**config.mk**
```make
export PLATFORM = sky130hd
export DESIGN_NAME = utf8_supplementary_char_filter_core
export DESIGN_NICKNAME = d
export VERILOG_FILES = /design/src/ufsc_pkg.sv /design/src/utf8_supplementary_char_filter_core.sv /design/src/ufsc_front.sv /design/src/ufsc_fifo.sv /design/src/ufsc_back.sv
export SDC_FILE = /design/constraint.sdc
export NUM_CORES = 1
export LEC_CHECK = 0
export ABC_CLOCK_PERIOD_IN_PS = 4350
export BUFFER_PORTS_ARGS = -buffer_cell sky130_fd_sc_hd__buf_2
export CAP_MARGIN = 20
export CORE_MARGIN = 2
export CORE_UTILIZATION = 61
export DETAILED_ROUTE_END_ITERATION = 10
export HOLD_SLACK_MARGIN = 0.06
export PLACE_DENSITY = 0.84
export SLEW_MARGIN = 15
export SYNTH_ARGS = -nofsm -noshare
export SYNTH_HDL_FRONTEND = slang
export SYNTH_HIERARCHICAL = 1
export SYNTH_SLANG_ARGS = --single-unit
export TNS_END_PERCENT = 50
```
**constraint.sdc**
```tcl
create_clock -name clk -period 4.35 [get_ports clk]
set_input_delay 0.2175 -clock clk [delete_from_list [all_inputs] [get_ports clk]]
set_output_delay 0.2175 -clock clk [all_outputs]
set_load 0.05 [all_outputs]
```
**src/ufsc_pkg.sv**
```systemverilog
// ----------------------------------------------------------------------------
// ufsc_pkg
// Shared types, constants and byte classification for the UTF-8 filter.
// ----------------------------------------------------------------------------
`default_nettype none

package ufsc_pkg;

  // longest sequence a lead byte can announce
  localparam int MAX_SEQ_LEN = 6;
  localparam int LEN_W       = $clog2(MAX_SEQ_LEN + 1);

  // default depth of the queue between front and back
  localparam int QUEUE_DEPTH = 4;

  // replacement character
  localparam logic [7:0] QMARK   = 8'h3F;

  // continuation byte range
  localparam logic [7:0] CONT_LO = 8'h80;
  localparam logic [7:0] CONT_HI = 8'hBF;

  // lead length codes with special meaning
  localparam logic [LEN_W-1:0] LEN_BAD   = LEN_W'(0);
  localparam logic [LEN_W-1:0] LEN_ASCII = LEN_W'(1);

  // classified byte as it travels through the queue
  typedef struct packed {
    logic [7:0]       data;
    logic             last;
    logic [LEN_W-1:0] len;
    logic             cont;
  } entry_t;

  // sequence length announced by a lead byte, LEN_BAD for a bad lead
  function automatic logic [LEN_W-1:0] seq_len(input logic [7:0] b);
    logic [LEN_W-1:0] l;
    l = LEN_BAD;
    if (b[7] == 1'b0)             l = LEN_ASCII;
    else if (b[7:5] == 3'h6)      l = LEN_W'(2);
    else if (b[7:4] == 4'hE)      l = LEN_W'(3);
    else if (b[7:3] == 5'h1E)     l = LEN_W'(4);
    else if (b[7:2] == 6'h3E)     l = LEN_W'(5);
    else if (b[7:1] == 7'h7E)     l = LEN_W'(6);
    return l;
  endfunction

  // continuation byte test
  function automatic logic is_cont(input logic [7:0] b);
    return (b >= CONT_LO) && (b <= CONT_HI);
  endfunction

endpackage

`default_nettype wire

```
**src/utf8_supplementary_char_filter_core.sv**
```systemverilog
// ----------------------------------------------------------------------------
// utf8_supplementary_char_filter_core
// Byte-stream UTF-8 filter: passes ASCII and 2/3-byte sequences, turns
// 4- to 6-byte sequences and broken input into '?'.
// ----------------------------------------------------------------------------
// path: input transfer, queue entry, result plan, then the output register drives out_valid
// throughput: one result per cycle from the back parser while out_ready allows; a byte
//   that yields n results holds the back until all n are emitted, the queue absorbs bursts
// reset: rst_n synchronous, clears queue, parser state and output valid
// ----------------------------------------------------------------------------
`default_nettype none

module utf8_supplementary_char_filter_core #(
  parameter int QUEUE_DEPTH = ufsc_pkg::QUEUE_DEPTH
) (
  input  wire logic       clk,
  input  wire logic       rst_n,
  input  wire logic       in_valid,
  output logic            in_ready,
  input  wire logic [7:0] in_byte,
  input  wire logic       in_last_byte,
  output logic            out_valid,
  input  wire logic       out_ready,
  output logic [7:0]      out_byte,
  output logic            out_byte_valid,
  output logic            out_item_last,
  output logic            out_string_done
);

  ufsc_pkg::entry_t push_entry;
  ufsc_pkg::entry_t pop_entry;
  logic             push, full, pop, not_empty;

  // classifying front
  ufsc_front u_front (
    .in_valid     (in_valid),
    .in_ready     (in_ready),
    .in_byte      (in_byte),
    .in_last_byte (in_last_byte),
    .q_full       (full),
    .q_push       (push),
    .q_entry      (push_entry)
  );

  // queue between front and back
  ufsc_fifo #(
    .DEPTH (QUEUE_DEPTH)
  ) u_fifo (
    .clk        (clk),
    .rst_n      (rst_n),
    .push       (push),
    .push_entry (push_entry),
    .full       (full),
    .pop        (pop),
    .not_empty  (not_empty),
    .pop_entry  (pop_entry)
  );

  // parser and result sequencer
  ufsc_back u_back (
    .clk             (clk),
    .rst_n           (rst_n),
    .q_not_empty     (not_empty),
    .q_entry         (pop_entry),
    .q_pop           (pop),
    .out_valid       (out_valid),
    .out_ready       (out_ready),
    .out_byte        (out_byte),
    .out_byte_valid  (out_byte_valid),
    .out_item_last   (out_item_last),
    .out_string_done (out_string_done)
  );

endmodule

`default_nettype wire

```
**src/ufsc_front.sv**
```systemverilog
// ----------------------------------------------------------------------------
// ufsc_front
// Input side: takes byte transfers and classifies each byte for the queue.
// ----------------------------------------------------------------------------
`default_nettype none

module ufsc_front (
  input  wire logic           in_valid,
  output logic                in_ready,
  input  wire logic [7:0]     in_byte,
  input  wire logic           in_last_byte,
  input  wire logic           q_full,
  output logic                q_push,
  output ufsc_pkg::entry_t    q_entry
);

  // accept whenever the queue has room
  assign in_ready = !q_full;
  assign q_push   = in_valid && !q_full;

  // lead class and continuation flag travel with the byte
  always_comb begin
    q_entry.data = in_byte;
    q_entry.last = in_last_byte;
    q_entry.len  = ufsc_pkg::seq_len(in_byte);
    q_entry.cont = ufsc_pkg::is_cont(in_byte);
  end

endmodule

`default_nettype wire

```
**src/ufsc_fifo.sv**
```systemverilog
// ----------------------------------------------------------------------------
// ufsc_fifo
// Small register queue between the classifying front and the parsing back.
// ----------------------------------------------------------------------------
`default_nettype none

module ufsc_fifo #(
  parameter int DEPTH = ufsc_pkg::QUEUE_DEPTH
) (
  input  wire logic             clk,
  input  wire logic             rst_n,
  input  wire logic             push,
  input  wire ufsc_pkg::entry_t push_entry,
  output logic                  full,
  input  wire logic             pop,
  output logic                  not_empty,
  output ufsc_pkg::entry_t      pop_entry
);

  localparam int PTR_W = $clog2(DEPTH);
  localparam int CNT_W = $clog2(DEPTH + 1);

  ufsc_pkg::entry_t   mem_r [DEPTH];
  logic [PTR_W-1:0]   wr_ptr_r, wr_ptr_nxt;
  logic [PTR_W-1:0]   rd_ptr_r, rd_ptr_nxt;
  logic [CNT_W-1:0]   count_r, count_nxt;
  logic               do_push, do_pop;

  assign full      = (count_r == CNT_W'(DEPTH));
  assign not_empty = (count_r != '0);
  assign pop_entry = mem_r[rd_ptr_r];
  assign do_push   = push && !full;
  assign do_pop    = pop && not_empty;

  // pointer and fill bookkeeping
  always_comb begin
    wr_ptr_nxt = wr_ptr_r;
    rd_ptr_nxt = rd_ptr_r;
    count_nxt  = count_r;
    if (do_push) begin
      wr_ptr_nxt = (wr_ptr_r == PTR_W'(DEPTH - 1)) ? '0 : wr_ptr_r + 1'b1;
    end
    if (do_pop) begin
      rd_ptr_nxt = (rd_ptr_r == PTR_W'(DEPTH - 1)) ? '0 : rd_ptr_r + 1'b1;
    end
    if (do_push && !do_pop) begin
      count_nxt = count_r + 1'b1;
    end else if (do_pop && !do_push) begin
      count_nxt = count_r - 1'b1;
    end
  end

  always_ff @(posedge clk) begin
    if (!rst_n) begin
      wr_ptr_r <= '0;
      rd_ptr_r <= '0;
      count_r  <= '0;
    end else begin
      wr_ptr_r <= wr_ptr_nxt;
      rd_ptr_r <= rd_ptr_nxt;
      count_r  <= count_nxt;
    end
  end

  // entry storage
  always_ff @(posedge clk) begin
    if (do_push) begin
      mem_r[wr_ptr_r] <= push_entry;
    end
  end

endmodule

`default_nettype wire

```
**src/ufsc_back.sv**
```systemverilog
// ----------------------------------------------------------------------------
// ufsc_back
// Parser and result sequencer: pops classified bytes, tracks the open
// sequence and emits the results of each byte one per cycle while the output is not stalled.
// ----------------------------------------------------------------------------
`default_nettype none

module ufsc_back (
  input  wire logic             clk,
  input  wire logic             rst_n,
  input  wire logic             q_not_empty,
  input  wire ufsc_pkg::entry_t q_entry,
  output logic                  q_pop,
  output logic                  out_valid,
  input  wire logic             out_ready,
  output logic [7:0]            out_byte,
  output logic                  out_byte_valid,
  output logic                  out_item_last,
  output logic                  out_string_done
);

  localparam int LW = ufsc_pkg::LEN_W;

  // parser state
  logic [LW-1:0] pc_r, pc_nxt;
  logic          skip_r, skip_nxt;
  logic [7:0]    lead_r, lead_nxt;
  logic [7:0]    cont1_r, cont1_nxt;
  logic [LW-1:0] len_r, len_nxt;

  // result plan of the current byte
  logic          busy_r, busy_nxt;
  logic [2:0]    pre_r, pre_nxt;
  logic [2:0]    post_r, post_nxt;
  logic [1:0]    dcnt_r, dcnt_nxt;
  logic [7:0]    d0_r, d0_nxt;
  logic [7:0]    d1_r, d1_nxt;
  logic [7:0]    d2_r, d2_nxt;
  logic          last_r, last_nxt;

  // output register
  logic          ovalid_r, ovalid_nxt;
  logic [7:0]    obyte_r, obyte_nxt;
  logic          obval_r, obval_nxt;
  logic          olast_r, olast_nxt;
  logic          odone_r, odone_nxt;

  // plan built from the popped byte
  logic [2:0]    p_pre, p_post;
  logic [1:0]    p_dcnt;
  logic [7:0]    p_d0, p_d1, p_d2;
  logic [LW-1:0] p_pc, p_len, pc_inc;
  logic          p_skip, p_fresh;
  logic [7:0]    p_lead, p_cont1;

  logic [3:0]    remain;
  logic          out_free, emit, final_res, plan_free;

  assign out_free  = !ovalid_r || out_ready;
  assign emit      = busy_r && out_free;
  assign remain    = {1'b0, pre_r} + {2'b0, dcnt_r} + {1'b0, post_r};
  assign final_res = (remain <= 4'd1);
  assign plan_free = !busy_r || (emit && final_res);
  assign q_pop     = plan_free && q_not_empty;

  // parse one byte: state update and its list of results
  always_comb begin
    p_pre   = '0;
    p_post  = '0;
    p_dcnt  = '0;
    p_d0    = q_entry.data;
    p_d1    = '0;
    p_d2    = '0;
    p_pc    = pc_r;
    p_skip  = skip_r;
    p_lead  = lead_r;
    p_cont1 = cont1_r;
    p_len   = len_r;
    p_fresh = 1'b0;
    pc_inc  = pc_r + 1'b1;

    if (skip_r) begin
      // byte after a bad lead is dropped
      p_skip = 1'b0;
    end else if (pc_r == '0) begin
      p_fresh = 1'b1;
    end else if (q_entry.cont) begin
      if (pc_inc >= len_r) begin
        // sequence complete
        p_pc = '0;
        if (len_r == LW'(2)) begin
          p_d0   = lead_r;
          p_d1   = q_entry.data;
          p_dcnt = 2'd2;
        end else if (len_r == LW'(3)) begin
          p_d0   = lead_r;
          p_d1   = cont1_r;
          p_d2   = q_entry.data;
          p_dcnt = 2'd3;
        end else begin
          p_pre = 3'd1;
        end
      end else begin
        if (pc_r == LW'(1)) begin
          p_cont1 = q_entry.data;
        end
        p_pc = pc_inc;
      end
    end else begin
      // broken sequence: buffered continuations reparse as bad leads,
      // two bytes each, and the new byte survives only on an even count
      p_pc  = '0;
      p_pre = 3'd1;
      if (pc_r >= LW'(2)) begin
        p_pre   = 3'd1 + 3'((pc_r - 1'b1) >> 1);
        p_fresh = !pc_r[0];
      end
    end

    // new lead parse
    if (p_fresh) begin
      if (q_entry.len == ufsc_pkg::LEN_ASCII) begin
        p_d0   = q_entry.data;
        p_dcnt = 2'd1;
      end else if (q_entry.len == ufsc_pkg::LEN_BAD) begin
        p_pre  = p_pre + 3'd1;
        p_skip = 1'b1;
      end else begin
        p_lead = q_entry.data;
        p_len  = q_entry.len;
        p_pc   = LW'(1);
      end
    end

    // end of string closes an open sequence
    if (q_entry.last) begin
      if (p_pc != '0) begin
        p_post = 3'd1;
        if (p_pc >= LW'(2)) begin
          p_post = 3'd1 + 3'((p_pc - 1'b1) >> 1);
        end
      end
      p_pc   = '0;
      p_skip = 1'b0;
    end
  end

  // plan, state and output register next values
  always_comb begin
    pc_nxt    = pc_r;
    skip_nxt  = skip_r;
    lead_nxt  = lead_r;
    cont1_nxt = cont1_r;
    len_nxt   = len_r;
    busy_nxt  = busy_r;
    pre_nxt   = pre_r;
    post_nxt  = post_r;
    dcnt_nxt  = dcnt_r;
    d0_nxt    = d0_r;
    d1_nxt    = d1_r;
    d2_nxt    = d2_r;
    last_nxt  = last_r;
    ovalid_nxt = ovalid_r && !out_ready;
    obyte_nxt  = obyte_r;
    obval_nxt  = obval_r;
    olast_nxt  = olast_r;
    odone_nxt  = odone_r;

    // emit one result of the current plan
    if (emit) begin
      ovalid_nxt = 1'b1;
      obval_nxt  = 1'b1;
      olast_nxt  = final_res;
      odone_nxt  = final_res && last_r;
      if (pre_r != '0) begin
        obyte_nxt = ufsc_pkg::QMARK;
        pre_nxt   = pre_r - 1'b1;
      end else if (dcnt_r != '0) begin
        obyte_nxt = d0_r;
        d0_nxt    = d1_r;
        d1_nxt    = d2_r;
        dcnt_nxt  = dcnt_r - 1'b1;
      end else if (post_r != '0) begin
        obyte_nxt = ufsc_pkg::QMARK;
        post_nxt  = post_r - 1'b1;
      end else begin
        obyte_nxt = '0;
        obval_nxt = 1'b0;
      end
      if (final_res) begin
        busy_nxt = 1'b0;
      end
    end

    // load the next byte
    if (q_pop) begin
      pc_nxt    = p_pc;
      skip_nxt  = p_skip;
      lead_nxt  = p_lead;
      cont1_nxt = p_cont1;
      len_nxt   = p_len;
      pre_nxt   = p_pre;
      post_nxt  = p_post;
      dcnt_nxt  = p_dcnt;
      d0_nxt    = p_d0;
      d1_nxt    = p_d1;
      d2_nxt    = p_d2;
      last_nxt  = q_entry.last;
      busy_nxt  = (p_pre != '0) || (p_post != '0) || (p_dcnt != '0) || q_entry.last;
    end
  end

  // control state
  always_ff @(posedge clk) begin
    if (!rst_n) begin
      pc_r     <= '0;
      skip_r   <= 1'b0;
      busy_r   <= 1'b0;
      ovalid_r <= 1'b0;
    end else begin
      pc_r     <= pc_nxt;
      skip_r   <= skip_nxt;
      busy_r   <= busy_nxt;
      ovalid_r <= ovalid_nxt;
    end
  end

  // payload registers
  always_ff @(posedge clk) begin
    lead_r  <= lead_nxt;
    cont1_r <= cont1_nxt;
    len_r   <= len_nxt;
    pre_r   <= pre_nxt;
    post_r  <= post_nxt;
    dcnt_r  <= dcnt_nxt;
    d0_r    <= d0_nxt;
    d1_r    <= d1_nxt;
    d2_r    <= d2_nxt;
    last_r  <= last_nxt;
    obyte_r <= obyte_nxt;
    obval_r <= obval_nxt;
    olast_r <= olast_nxt;
    odone_r <= odone_nxt;
  end

  assign out_valid       = ovalid_r;
  assign out_byte        = obyte_r;
  assign out_byte_valid  = obval_r;
  assign out_item_last   = olast_r;
  assign out_string_done = odone_r;

endmodule

`default_nettype wire

```
# Word-level counts from Yosys, hierarchy flattened
# Memories as Yosys holds them, arrays and structs flattened. A register that Yosys moved wholly into a read port is not among the register bits.
# Cells that the tools add are included.
totals:
  ff_bits: 76
  latch_bits: 0
  mem_bits_rw: 52
  rom_bits: 0
  inputBits: 13
  output_inout_bits: 13
  elab_cells: 203
  memories: 1
classes:
  add_sub_neg: 15
  mul: 0
  n_div: 0
  order_cmp: 6
  n_eq_ne: 14
  shifts: 0
  n_mux: 92
  bitwise_logic: 7
  n_reduce_logical: 47
mem_list:
  columns: ["memory", "words", "word_bits", "read_ports", "rd_clocked_by_memory_dff", "wr", "line", "text"]
  rows:
  - ["u_fifo.mem_r", 4, 13, 1, 1, 1, "ufsc_fifo.sv:23", "ufsc_pkg::entry_t mem_r [DEPTH];"]
ops:
  columns: ["op", "n"]
  rows:
  - ["$mux 8", 23]
  - ["$mux 3", 36]
  - ["$mux 2", 16]
  - ["$reduce_bool 3->1", 6]
  - ["$mux 1", 16]
  - ["$reduce_bool 2->1", 8]
  - ["$sub 3x1->3 const B", 5]
  - ["$logic_and 1x1->1", 11]
  - ["$add 3x1->3 const B", 3]
  - ["$ge 8x8->1 const B", 1]
  - ["$le 8x8->1 const B", 1]
  - ["$reduce_and 4->1", 2]
  - ["$eq 7x7->1 const B", 1]
  - ["$logic_not 1->1", 7]
  - ["$not 1->1", 7]
  - ["$add 1x2->3 const A", 2]
  - ["$eq 3x1->1 const B", 2]
  - ["$eq 3x2->1 const B", 2]
  - ["$eq 3x3->1 const B", 2]
  - ["$eq 6x6->1 const B", 1]
  - ["$ge 3x2->1 const B", 2]
  - ["$logic_not 3->1", 2]
  - ["$mux 6", 1]
  - ["$reduce_and 6->1", 1]
  - ["15 further kinds", 23]

# Longest topological paths before layout
depth:
  ltp_word: 19
  ltp_mapped: 16
  mapped_depth_nobuf: 14

# Modules after synthesis
# Netlist, hierarchy kept.
by_module_without_submodules:
  columns: ["mod", "n_inst", "cells_each", "area_per_inst_um2"]
  rows:
  - ["ufsc_back", 1, 302, 3642.2]
  - ["ufsc_fifo", 1, 118, 2399.8]
  - ["ufsc_front", 1, 22, 142.6]

# Worst setup path before layout
# No wires, ideal clock.
synth_timing:
  path_kind: "reg2reg"
  startpoint: "reg u_back.pre_r[1]"
  endpoint: "reg u_fifo.count_r[2]"
  setup_ps: 76
  arrival_time_ps: 3775
  path_slack_ps: 500
  stages_incl_launch_ff: 17
  n_path_buf: 2
  synth_period_minus_slack_ps: 3850
  path_cell_list: "edfxtp_1 -> fa_1 -> ha_1 -> fa_1 -> xor2_1 -> o41a_1 -> nand2b_4 -> buf_6 -> inv_2 -> buf_2 -> o31ai_1 -> ha_1 -> inv_1 -> fa_1 -> xor2_1 -> or3_1 -> a21boi_0"
synth_between:
  elab_chain_len: 10
synth_rtl:
  columns: ["element", "line", "text"]
  rows:
  - ["start: declaration", "ufsc_back.sv:33", "logic [2:0] pre_r, pre_nxt;"]
  - ["start signal: assignment", "ufsc_back.sv:233", "pre_r <= pre_nxt;"]
  - ["$add 3x2->4 *", "ufsc_back.sv:61", "assign remain = {1'b0, pre_r} + {2'b0, dcnt_r} + {1'b0, post_r};"]
  - ["$add 4x3->4 *", "ufsc_back.sv:61", null]
  - ["$le 4x1->1 *", "ufsc_back.sv:62", "assign final_res = (remain <= 4'd1);"]
  - ["$logic_and 1x1->1 *", "ufsc_back.sv:63", "assign plan_free = !busy_r || (emit && final_res);"]
  - ["$logic_or 1x1->1 *", "ufsc_back.sv:63", null]
  - ["$logic_and 1x1->1 *", "ufsc_back.sv:64", "assign q_pop = plan_free && q_not_empty;"]
  - ["net pop", "utf8_supplementary_char_filter_core.sv:32", "logic push, full, pop, not_empty;"]
  - ["$logic_and 1x1->1 *", "ufsc_fifo.sv:33", "assign do_pop = pop && not_empty;"]
  - ["$logic_not 1->1", "ufsc_fifo.sv:46", "if (do_push && !do_pop) begin"]
  - ["$logic_and 1x1->1", "ufsc_fifo.sv:46", null]
  - ["$mux 3 or $reduce_bool 2->1 (tied branches)", null, null]
  - ["end signal: assignment", "ufsc_fifo.sv:61", "count_r <= count_nxt;"]
  - ["end: declaration", "ufsc_fifo.sv:26", "logic [CNT_W-1:0] count_r, count_nxt;"]
# Mark *: on every way through the listed nets, which the timed path passes. The rest lies on a longest branch.
# A chain may end at the register's enable or synchronous reset.

# Worst setup path after layout
# Same ends and word-level chain as after synthesis.

==> reports/qor_table.md <==
| Quantity | This run |
|:---|:---|
| Result of the run | completed |
| IO Count | 26 |
| Leading post-synthesis cells by cell area | edfxtp_1 (56%), mux4_1 (5.5%), ha_1 (5.5%) |
| Final count of hold timing violations | 0 |
| Number of antenna violations at the first check in global routing | 0 |
| Setup TNS | 0 ns |
| Launching element of the worst setup path | u_back/pre_r[1] |
| Sum of net half-perimeters after detailed placement | 6820 µm |
| Syn Nets | 486 |
| Final WL | 10700 µm |
| Height of the die | 105 µm |
| Average footprint of a synthesized cell | 14.0 µm² |
| Uppermost routed layer | met4 |
| CP cell instances | fa_1, ha_1, fa_1, xor2_1, o41a_1, nand2b_4, inv_2, o31ai_1, ha_1, inv_1, fa_1, xor2_1, or3_1, a21boi_0 |
| Final min period | 3.81 ns |
| DIE AREA | 11000 µm² |
| Commonest non-fill, non-tap cells in the layout | edfxtp_1 (115), nand2_1 (43), ha_1 (27) |
| Core ar. | 9820 µm² |
| Share of post-route cells with drive strength above 1 | 0.174 |
| Leak pwr | 2.64 nW |
| EDFF count, synth | 115 |
| Highest-delay cell along the critical path | fa_1 |
| Startpoint type of the worst setup path | register |
| Endpoints failing setup | 0 |
| Average vias per placed instance | 5.74 |
| Number of gates resized after cts | 0 |
| Leading area contributor after synthesis | edfxtp_1 |
| Inserted Diodes | 0 |
| Required time worst endpoint | 4.78 ns |
| Worst VDD drop | 0.340 mV |
| Post-synth cell types | 62 |
| Setup repair after global routing missed its margin | no |
| Level count of the clock H-tree | 4 |
| Final-layout fill cell count | 651 |
| Routed length on met1 | 4570 µm |
| Most common cell on crit path | fa_1 |
| Hold wc startpoint | rst_n |
| Proportion of synthesized flip-flops having asynchronous set or reset | 0 |
| Wirelength per Cell | 17.3 µm |
| Part of the Yosys area used for sequential elements | 0.607 |
| GRT Util Overall | 0.211 |
| Total length of routed met3 wires | 399 µm |
| Seq cells post-synth | 130 |
| GP Congestion | 0.829 |
| Horiz. Die Dim | 105 µm |
| Insertion delay of the later-clocked pin in the worst-skew pair | 0.52 ns |
| Most instantiated flip-flop cell in the synthesis netlist | edfxtp_1 |
| First-pass GRT wire length | 17700 µm |
| Number of warnings printed during yosys synthesis | 6 |
| Clk Tree Root Cell | clkbuf_8 |
| Cts bufs inserted | 17 |
| Max capacitance violation total | 0 |
| Transition time of the tightest slew-check pin | 0.715 ns |
| Area growth from synthesis to layout | 13.8% |
| Clock tree skew after final layout | 0.0132 ns |
| Class of the tightest hold or removal check | primary input to register |
| Signal arrival time at the worst endpoint | 4.24 ns |
| Area share of the largest cell type after synthesis | 0.558 |
| Maximum clock insertion buffer count | 2 |
| Headroom to the max-slew limit | 0.523 |
| Via count of the first global-routing pass | 3614 |
| Number of standard cells after synthesis | 442 |
| Worst reg2reg startpoint | u_back/pre_r[1] |
| Part of the cycle the worst path needs | 0.875 |
| Met2 wire length | 5670 µm |
| Non-Filler Instances | 621 |
| Placed Area | 6340 µm² |
| # port buffers | 25 |
| PnR Total Power | 0.00524 W |
| Layout Cell Area excl Fill | 7040 µm² |
| Final Net Count | 519 |
| Number of max-slew violations in the final report | 0 |
| CTS sink count | 130 |
| Type of the worst setup path | register to register |
| Largest fanout of any net on the critical path | 5 |
| Nature of the critical path endpoint | register |
| Count of TritonRoute iterations in the first routing pass | 5 |
| Antenna Nets Post-Route | 0 |
| Total power density per cell area | 745 nW/µm² |
| Via total after detailed routing | 3564 |
| Starting utilization of the core area | 0.630 |
| Row cnt | 36 |
| TritonCTS clock tree | built |
| Largest net degree at the start of global routing | 36 |
| Post-Synthesis Cell Area | 6180 µm² |
| Starting DRC count in detailed routing | 214 |
| Aggregate global routing overflow | 0 |
| Count of unresolved DRC violations after routing | 0 |
| Most common cell after layout, fill and taps aside | edfxtp_1 |
| Timing-limited maximum frequency | 0.263 GHz |
| Clock-pin transition on the worst setup and hold timing paths | 0.06 ns |
| Slowest Stage Delay on Critical Path | 0.50 ns |
| Cell count after placement | 579 |
==> synth_stat cells, types with 2 or more instances <==
| master | instances |
|---|---|
| mux4_1 | 13 |
| o31ai_1 | 2 |
| nor2b_1 | 8 |
| buf_6 | 5 |
| and3_1 | 8 |
| xnor2_1 | 2 |
| o21ai_0 | 9 |
| o21a_1 | 7 |
| nand3_1 | 7 |
| nand3b_1 | 2 |
| fa_1 | 4 |
| dfxtp_1 | 15 |
| nor2_1 | 19 |
| clkbuf_1 | 7 |
| or3_1 | 5 |
| xor2_1 | 8 |
| and2_1 | 6 |
| a21oi_1 | 9 |
| nand4b_1 | 2 |
| inv_1 | 26 |
| a21boi_0 | 2 |
| o211ai_1 | 3 |
| buf_2 | 4 |
| nand2b_1 | 3 |
| mux2i_1 | 13 |
| nand2_1 | 43 |
| nand4_1 | 2 |
| edfxtp_1 | 115 |
| nor3_1 | 6 |
| nor3_2 | 2 |
| o21bai_1 | 2 |
| a31oi_1 | 10 |
| ha_1 | 27 |
| buf_4 | 11 |
| o31ai_2 | 8 |
==> area by class of cell <==
class | count | area (µm²) | area share
Inverter | 27 | 101 | 0.0144
Clock buffer | 18 | 418 | 0.0594
Timing Repair Buffer | 42 | 278 | 0.0395
Sequential cell | 130 | 3750 | 0.533
Tap cell | 133 | 166 | 0.0236
Multi-Input combinational cell | 257 | 2140 | 0.304
Clock inverter | 14 | 179 | 0.0254
==> worst max-delay path, delay by kind of cell (launching register included) <==
family	cells	cell delay (ns)
and+or+nand+nor	2	0.49
xor gates and xnor gates	2	0.36
DFF	1	0.42
AOI/OAI and AO/OA	3	0.60
buffers and inverters	2	0.10
adders and majority gates	5	1.75
==> cells by family after synthesis <==
| group | after synthesis | synth area share |
|---|---|---|
| buffers and inverters | 55 | 0.0469 |
| adder cells (fa/ha/maj) | 31 | 0.0676 |
| XOR/XNOR | 10 | 0.0142 |
| multiplexers | 27 | 0.0781 |
| AND/OR/NAND/NOR | 123 | 0.104 |
| flip-flops | 130 | 0.607 |
| AO/OA/AOI/OAI | 66 | 0.0823 |
==> path summary, 6_finish.rpt <==
check                                          end  slack, ns  depth (start not counted)
worst max-delay path             u_fifo/count_r[2]       0.54                         14
worst min-delay path            u_fifo/wr_ptr_r[0]       0.08                          3
worst max register to register   u_fifo/count_r[2]       0.54                         14
worst min register to register    u_back/out_valid       0.51                          2
==> sequential cells by signal, indices dropped and copies added, names as in the netlist, 2 cells and up, named ones only <==
signal	cells
u_fifo/rd_ptr_r	2
u_fifo/count_r	3
u_back/cont1_r	8
u_fifo/mem_r	52
u_back/len_r	3
u_back/d1_r	8
u_fifo/wr_ptr_r	2
u_back/pre_r	3
u_back/d0_r	8
u_back/out_byte	8
u_back/lead_r	8
u_back/d2_r	8
u_back/pc_r	3
u_back/post_r	3
u_back/dcnt_r	2
==> power breakdown <==
part / switching [W] / internal, W
Combinational: 0.00112 / 0.000631
Clock: 0.000535 / 0.000882
Sequential: 0.000183 / 0.00189
Total: 0.00183 / 0.00341
==> routing by layer <==
layer | GRT usage | up-vias
li1 | - | 1710
met3 | 0.0412 | 6
met5 | 0 | -
met2 | 0.366 | 84
met1 | 0.262 | 1764
met4 | 0.0838 | 0
==> stage by stage <==
stage / setup WS, ns / utilization / hold slack (ns)
global placement: 0.788 / 0.646 / 0.428
floorplan: 0.500 / - / 0.353
finish: 0.542 / 0.717 / 0.0835
CTS: 0.565 / 0.717 / 0.0608
global route: 0.336 / 0.717 / 0.0917
detailed placement: 0.591 / 0.646 / 0.436
==> timing repair <==
| action | 4_1_cts | 5_1_grt |
|---|---|---|
| setup buffers | 0 | 0 |
| hold buffers | 10 | 0 |
| endpoints found under the hold margin | 37 | 0 |
Note: power is estimated with default switching activity, not from simulation.
